`config.mk`:
```
export PLATFORM = sky130hd
export DESIGN_NAME = tnls_ctrl
export DESIGN_NICKNAME = d
export VERILOG_FILES = /design/src/rtl/tnls_pkg.sv /design/src/rtl/tnls_ctrl.sv
export SDC_FILE = /design/constraint.sdc
export NUM_CORES = 1
export LEC_CHECK = 0
export BUFFER_PORTS_ARGS = -buffer_cell sky130_fd_sc_hd__buf_4
export CAP_MARGIN = 5
export CORE_AREA = 2 2 39 41
export DETAILED_ROUTE_END_ITERATION = 8
export DIE_AREA = 0 0 41 43
export GPL_TIMING_DRIVEN = 0
export PLACE_DENSITY_LB_ADDON = 0.3
export SYNTH_ARGS = -nofsm -noshare
export SYNTH_HDL_FRONTEND = slang
export SYNTH_SLANG_ARGS = --single-unit
```
`constraint.sdc`:
```
create_clock -name clk -period 1.9 [get_ports clk]
set_input_delay 0 -clock clk [delete_from_list [all_inputs] [get_ports clk]]
set_output_delay 0 -clock clk [all_outputs]
set_load 0.02 [all_outputs]
```
`src/rtl/tnls_pkg.sv`:
```
package tnls_pkg;

  localparam int COORD_W     = 16;
  localparam int SLOT_W      = 6;
  localparam int CFG_W       = 7;
  localparam int FOUND_W     = 2;
  localparam int OUT_SLOTS   = 3;
  // |dx| <= 65535, so each square fits 32 bits and the sum of three fits 34.
  localparam int ABS_W       = 16;
  localparam int SQ_W        = 32;
  localparam int DIST_W      = 34;
  localparam int IN_TDATA_W  = 56;
  localparam int OUT_TDATA_W = 24;

  localparam logic ACT_WRITE = 1'b0;
  localparam logic ACT_QUERY = 1'b1;

  typedef struct packed {
    logic write;
    logic start;
    logic issue;
    logic finish;
  } ctrl_cmd_t;

  typedef struct packed {
    logic few_lights;
    logic last;
    logic pipe_busy;
    logic out_free;
  } dp_status_t;

endpackage

```
`src/rtl/tnls_ctrl.sv`:
```
module tnls_ctrl (
  input  logic                   clk,
  input  logic                   rst,
  input  logic                   in_valid,
  input  logic                   in_action,
  output logic                   in_ready,
  input  tnls_pkg::dp_status_t   status,
  output tnls_pkg::ctrl_cmd_t    cmd
);
  import tnls_pkg::*;

  localparam logic [1:0] ST_IDLE   = 2'd0;
  localparam logic [1:0] ST_SCAN   = 2'd1;
  localparam logic [1:0] ST_DRAIN  = 2'd2;
  localparam logic [1:0] ST_FINISH = 2'd3;

  logic [1:0] state;
  logic [1:0] state_next;
  logic       accept;

  assign in_ready = (state == ST_IDLE);
  assign accept   = in_valid && in_ready;

  always_comb begin
    state_next = state;
    cmd        = '0;
    case (state)
      ST_IDLE: begin
        cmd.write = accept && (in_action == ACT_WRITE);
        cmd.start = accept && (in_action == ACT_QUERY);
        if (cmd.start) begin
          state_next = status.few_lights ? ST_FINISH : ST_SCAN;
        end
      end
      ST_SCAN: begin
        cmd.issue = 1'b1;
        if (status.last) begin
          state_next = ST_DRAIN;
        end
      end
      ST_DRAIN: begin
        if (!status.pipe_busy) begin
          state_next = ST_FINISH;
        end
      end
      ST_FINISH: begin
        // The result waits here until the output register can take it.
        if (status.out_free) begin
          cmd.finish = 1'b1;
          state_next = ST_IDLE;
        end
      end
      default: begin
        state_next = ST_IDLE;
      end
    endcase
  end

  always_ff @(posedge clk) begin
    if (rst) begin
      state <= ST_IDLE;
    end else begin
      state <= state_next;
    end
  end

endmodule

```
==> impl_metrics.json, run 1 <==
{
  "finalHoldViolations": 0,
  "cts_tree": "yes",
  "number_of_global_route_vias_before_repair": 227,
  "postRouteWirelength_um": 483,
  "flow.area_growth_from_synthesis_pct": 64.4,
  "critPathMaxStageDelay_ns": 0.35,
  "wl_per_cell_um": 8.63,
  "number_of_buffers_on_the_longest_clock_path": 2,
  "core-area_um2": 1380,
  "io_pins": 13,
  "timing.max_slew.rel_slack": 0.852,
  "synth.ff_latch_count": 2,
  "number_of_drc_markers_in_iteration_0": 0,
  "synthesis.area_um2": 221,
  "gr-usage-all-layers": 0.0741,
  "die-area_um2": 1760,
  "critPathRequiredTime_ns": 2.04,
  "slew_at_the_pin_with_the_worst_max_slew_slack_ns": 0.220,
  "clk_latency_ns": 0.23,
  "grt_overflow_total": 0,
  "final_layout_size_suffix_gt1_frac": 0.500,
  "detailedPlace.worstSlack_ns": 0.496,
  "worstPathArrival_ns": 1.55,
  "unrepaired_setup_endpoints_after_global_routing": "no",
  "top_regs": "state (2)",
  "cp_cell_sequence": "inv_1 -> ha_1 -> a21bo_1 -> nand4_2 -> a221oi_2",
  "status": "complete, no violations",
  "worstSetupStartpointType": "flop",
  "maximum_number_of_pins_on_one_net_before_global_route_repair": 8,
  "h-tree-depth": 1,
  "largest_reg_flops": 2,
  "initial_standard_cell_utilization_of_the_core": 0.160,
  "post-route-period-util": 0.744,
  "largest_register": "state",
  "slew_viol_final": 0,
  "cts_root_buffer": "clkbuf_4",
  "ys_async_sr_fraction": 0,
  "place.gp.congestion": 0.672,
  "detailedPlacementHpwl_um": 375,
  "final_nets": 54,
  "final.setup.tns_ns": 0,
  "ys_types": 17,
  "number_of_synthesized_flops_with_an_enable_pin": 0,
  "syn-num-nets": 36,
  "cp.buffers_inverters": 1,
  "critPathTopFamily": "compound AO/OA/AOI/OAI gates",
  "cts.reportedPaths.clkPinSlew_ns": 0.03,
  "worst-path-max-fanout": 7,
  "setup.worst_path.class": "reg2reg",
  "peakVddDrop_mv": 0.510,
  "insertedDiodeCount": 0,
  "final_common_cell": "buf_4",
  "synth-seq-area-share": 0.181,
  "numClockSinks": 2,
  "power.density_cell_area_nw_per_um2": 1540,
  "numCtsBuffers": 3,
  "netlist_instances": 24,
  "dr_total_vias": 219,
  "synth-main-ff-cell": "dfxtp_1",
  "die_y_um": 43,
  "critical-path-slowest-cell": "dfxtp_1",
  "yosysWarningCount": 0,
  "drv_cap": 0,
  "drc": 0,
  "firstDrtPassIters": 1,
  "setup_viol": 0,
  "syn_area_per_cell_um2": 9.23,
  "viasPerCell": 3.91,
  "antenna_violations_before_repair": 0,
  "fin_worst_skew_ns": 0.00500,
  "worstSetupEndpointType": "flop",
  "antenna_left": 0,
  "die_w_um": 41,
  "cts_resized": 0,
  "worst_slack_ns": 0.486,
  "grt_pass1_wl_um": 828,
  "final_cell_mix": "12 x buf_4, 4 x ha_1, 3 x clkbuf_4",
  "timing.fmax_mhz": 707,
  "post-route-min-period_ns": 1.41,
  "place.port_buffers": 12,
  "row_count": 14,
  "static_leakage_power_uw": 0.000180,
  "path_class_of_the_lowest_slack_min_delay_path": "in2reg"
}
-- through the flow --
step                total power, uW  hold slack [ns]  utilization  instances  cell area [um2]
global placement                467            0.179        0.240         52              332
finish                          560            0.113        0.263         56              364
CTS                             569            0.109        0.263         56              364
global route                    617            0.141        0.263         56              364
floorplan                       359           0.0662            -         24              221
detailed placement              466            0.179        0.240         52              332
-- path summary, 6_finish.rpt --
kind | startpoint | endpoint | slack [ns] | depth (start not counted)
min | status[1] | state[0] | 0.11 | 4
max | state[0] | state[1] | 0.49 | 5
max reg2reg | state[0] | state[1] | 0.49 | 5
min reg2reg | state[0] | state[0] | 0.54 | 2
-- cells in the mapped netlist (2+ instances only) --
cell type	number	area [um2]
nor2_1	2	7.51
dfxtp_1	2	40.0
inv_1	2	7.51
and3_1	2	12.5
ha_1	4	50.1
-- worst min-delay path, cell delays in order --
cell	delay, ns
buf_4	0.08
nand2_2	0.04
nand4_2	0.10
a21oi_1	0.07
-- where the power goes --
group          switching, uW  leakage [uW]  internal [uW]
registers               17.8     0.0000166           65.8
logic                    204      0.000149            176
clock network           26.3     0.0000138           69.9
-- logic make-up (layout without fill, tap and decap cells) --
kind of cell / Yosys count / in the layout / share of synthesized area
simple gates: 11 / 11 / 0.362
compound gates: 5 / 5 / 0.198
fa+ha+maj: 4 / 4 / 0.226
flops: 2 / 2 / 0.181
buf+inv: 2 / 18 / 0.0339
-- repair_timing --
item	in CTS	in global routing
endpoints found under the hold margin	1	0
setup buffers	0	0
hold buffers	1	0
-- cell type report --
type,count,area (um2)
Multi-Input combinational cell,20,174
Timing Repair Buffer,13,100
Tap cell,16,20.0
Inverter,2,7.51
Fill cell,149,1020
Sequential cell,2,40.0
Clock buffer,3,22.5
-- metal layers --
layer / track usage / vias to the layer above / wire (um)
met5: 0 / - / 0
met4: 0.0800 / 0 / 0
li1: - / 118 / -
met1: 0.0863 / 90 / 237
met3: 0.0366 / 0 / 40
met2: 0.0875 / 11 / 205
(Power assumes the default switching activity.)
==> run 2: changes to the inputs <==
==> constraint.sdc (replaced) <==
create_clock -name clk -period 1.3 [get_ports clk]
set_input_delay 0 -clock clk [delete_from_list [all_inputs] [get_ports clk]]
set_output_delay 0 -clock clk [all_outputs]
set_load 0.02 [all_outputs]
==> impl_metrics.json, run 2 (synthesis gave the netlist of run 1 again) <==
{
  "timing.max_slew.rel_slack": 0.807,
  "total_power_uw": 950,
  "die-area_um2": 1760,
  "numCtsBuffers": 3,
  "dr_total_vias": 236,
  "placed_cells": 52,
  "cts_root_buffer": "clkbuf_4",
  "worstHoldPathCells": 4,
  "worstSetupEndpointType": "flop",
  "timing.fmax_mhz": 813,
  "firstDrtPassIters": 4,
  "clk_latency_ns": 0.23,
  "antenna_left": 0,
  "postRouteWirelength_um": 568,
  "peakVddDrop_mv": 0.810,
  "h-tree-depth": 1,
  "cts.reportedPaths.clkPinSlew_ns": 0.03,
  "number_of_buffers_on_the_longest_clock_path": 2,
  "unrepaired_setup_endpoints_after_global_routing": "no",
  "antenna_violations_before_repair": 0,
  "final_area_um2": 394,
  "setup.worst_path.class": "reg2reg",
  "placedInstanceArea_um2": 334,
  "drc": 0,
  "fin_worst_skew_ns": 0.00466,
  "place.port_buffers": 12,
  "final_layout_size_suffix_gt1_frac": 0.643,
  "finalHoldViolations": 0,
  "detailedPlacementHpwl_um": 385,
  "maximum_number_of_pins_on_one_net_before_global_route_repair": 8,
  "insertedDiodeCount": 0,
  "worst-r2r-cell-count": 5,
  "ff_latch_area_um2": 42.5,
  "post-route-min-period_ns": 1.23,
  "die_y_um": 43,
  "path_class_of_the_lowest_slack_min_delay_path": "in2reg",
  "crit_path_start": "state[0]",
  "largest_register": "state",
  "static_leakage_power_uw": 0.000190,
  "drv_cap": 0,
  "numClockSinks": 2,
  "cts_tree": "yes",
  "critPathRequiredTime_ns": 1.43,
  "cp_cell_sequence": "buf_4 -> ha_1 -> nand2b_4 -> nand4_2 -> a221oi_2",
  "worstSetupStartpointType": "flop",
  "critical-path-slowest-cell": "dfxtp_2",
  "min-delay-start": "status[1]",
  "final_cell_mix": "14 x buf_4, 3 x ha_1, 3 x clkbuf_4",
  "instances_no_fill": 58,
  "slew_viol_final": 0,
  "power.density_cell_area_nw_per_um2": 2410,
  "number_of_drc_markers_in_iteration_0": 6,
  "io_pins": 13,
  "gr-usage-all-layers": 0.0812,
  "multi_input_area_um2": 186,
  "place.gp.congestion": 0.665,
  "row_count": 14,
  "finalCoreUtilization": 0.285,
  "final.setup.tns_ns": 0,
  "post-route-period-util": 0.946,
  "final_nets": 56,
  "fillerInstances": 156,
  "critical_path.reg2reg.startpoint": "state[0]",
  "largest_reg_flops": 2,
  "grt_pass1_wl_um": 910,
  "grt_overflow_total": 0,
  "initial_standard_cell_utilization_of_the_core": 0.160,
  "status": "complete, no violations",
  "worst-path-max-fanout": 3,
  "number_of_global_route_vias_before_repair": 235,
  "viasPerCell": 4.07,
  "slew_at_the_pin_with_the_worst_max_slew_slack_ns": 0.287,
  "core-area_um2": 1380,
  "flow.area_growth_from_synthesis_pct": 78.0,
  "top_regs": "state (2)",
  "setup_viol": 0,
  "worstPathArrival_ns": 1.36,
  "wl_per_cell_um": 9.79,
  "final_common_cell": "buf_4",
  "critPathMaxStageDelay_ns": 0.31,
  "die_w_um": 41
}
[run 2: cell types whose count changed in the layout (fill, tap and decap cells not counted)]
cell,before,now
buf_4,12,14
dfxtp_1,2,0
dfxtp_2,0,2
ha_1,4,3
ha_4,0,1
inv_1,2,0
inv_2,0,2
[run 2: metal layers]
| metal | track usage | wire length [um] | share of wire |
|---|---|---|---|
| met4 | 0.0800 | 13 | 0.023 |
| met3 | 0.0157 | 48 | 0.085 |
| met2 | 0.103 | 269 | 0.47 |
| met1 | 0.105 | 237 | 0.42 |
| met5 | 0 | 0 | 0 |
[run 2: repair_timing]
action                                  in CTS  in global routing
pin swaps                                    0                  3
hold buffers                                 1                  0
hold endpoints to repair                     1                  0
endpoints found under the setup margin       1                  1
gates cloned                                 0                  0
setup buffers                                0                  2
gates resized for setup                      3                  2
[run 2: through the flow]
step | hold WS (ns) | worst slack (ns)
floorplan | 0.0662 | 0.00327
global placement | 0.179 | -0.0449
detailed placement | 0.177 | -0.0324
CTS | 0.105 | 0.0197
global route | 0.124 | 0.000404
finish | 0.107 | 0.0697
[run 2: worst paths after layout]
path / to / slack, ns
setup / recovery: state[1] / 0.07
hold / removal: state[1] / 0.11
setup reg to reg: state[1] / 0.07
hold reg to reg: state[0] / 0.50
[run 2: power breakdown]
part,internal (uW),switching [uW]
combinational,336,344
sequential,103,25.7
clock,102,39.5
[run 2: cell type report]
cell class	count	share of cell area
clock buffers	3	0.0571
inverters	2	0.0190
multi-input cells	20	0.473
flip-flops and latches	2	0.108
well taps	16	0.0508
repair buffers	15	0.292
[run 2: critical path: cells and delay by family, from the launching register on]
kind / cells / cell delay (ns)
adders and majority gates: 1 / 0.23
buffers and inverters: 1 / 0.13
DFF: 1 / 0.31
and+or+nand+nor: 2 / 0.20
AOI/OAI and AO/OA: 1 / 0.26
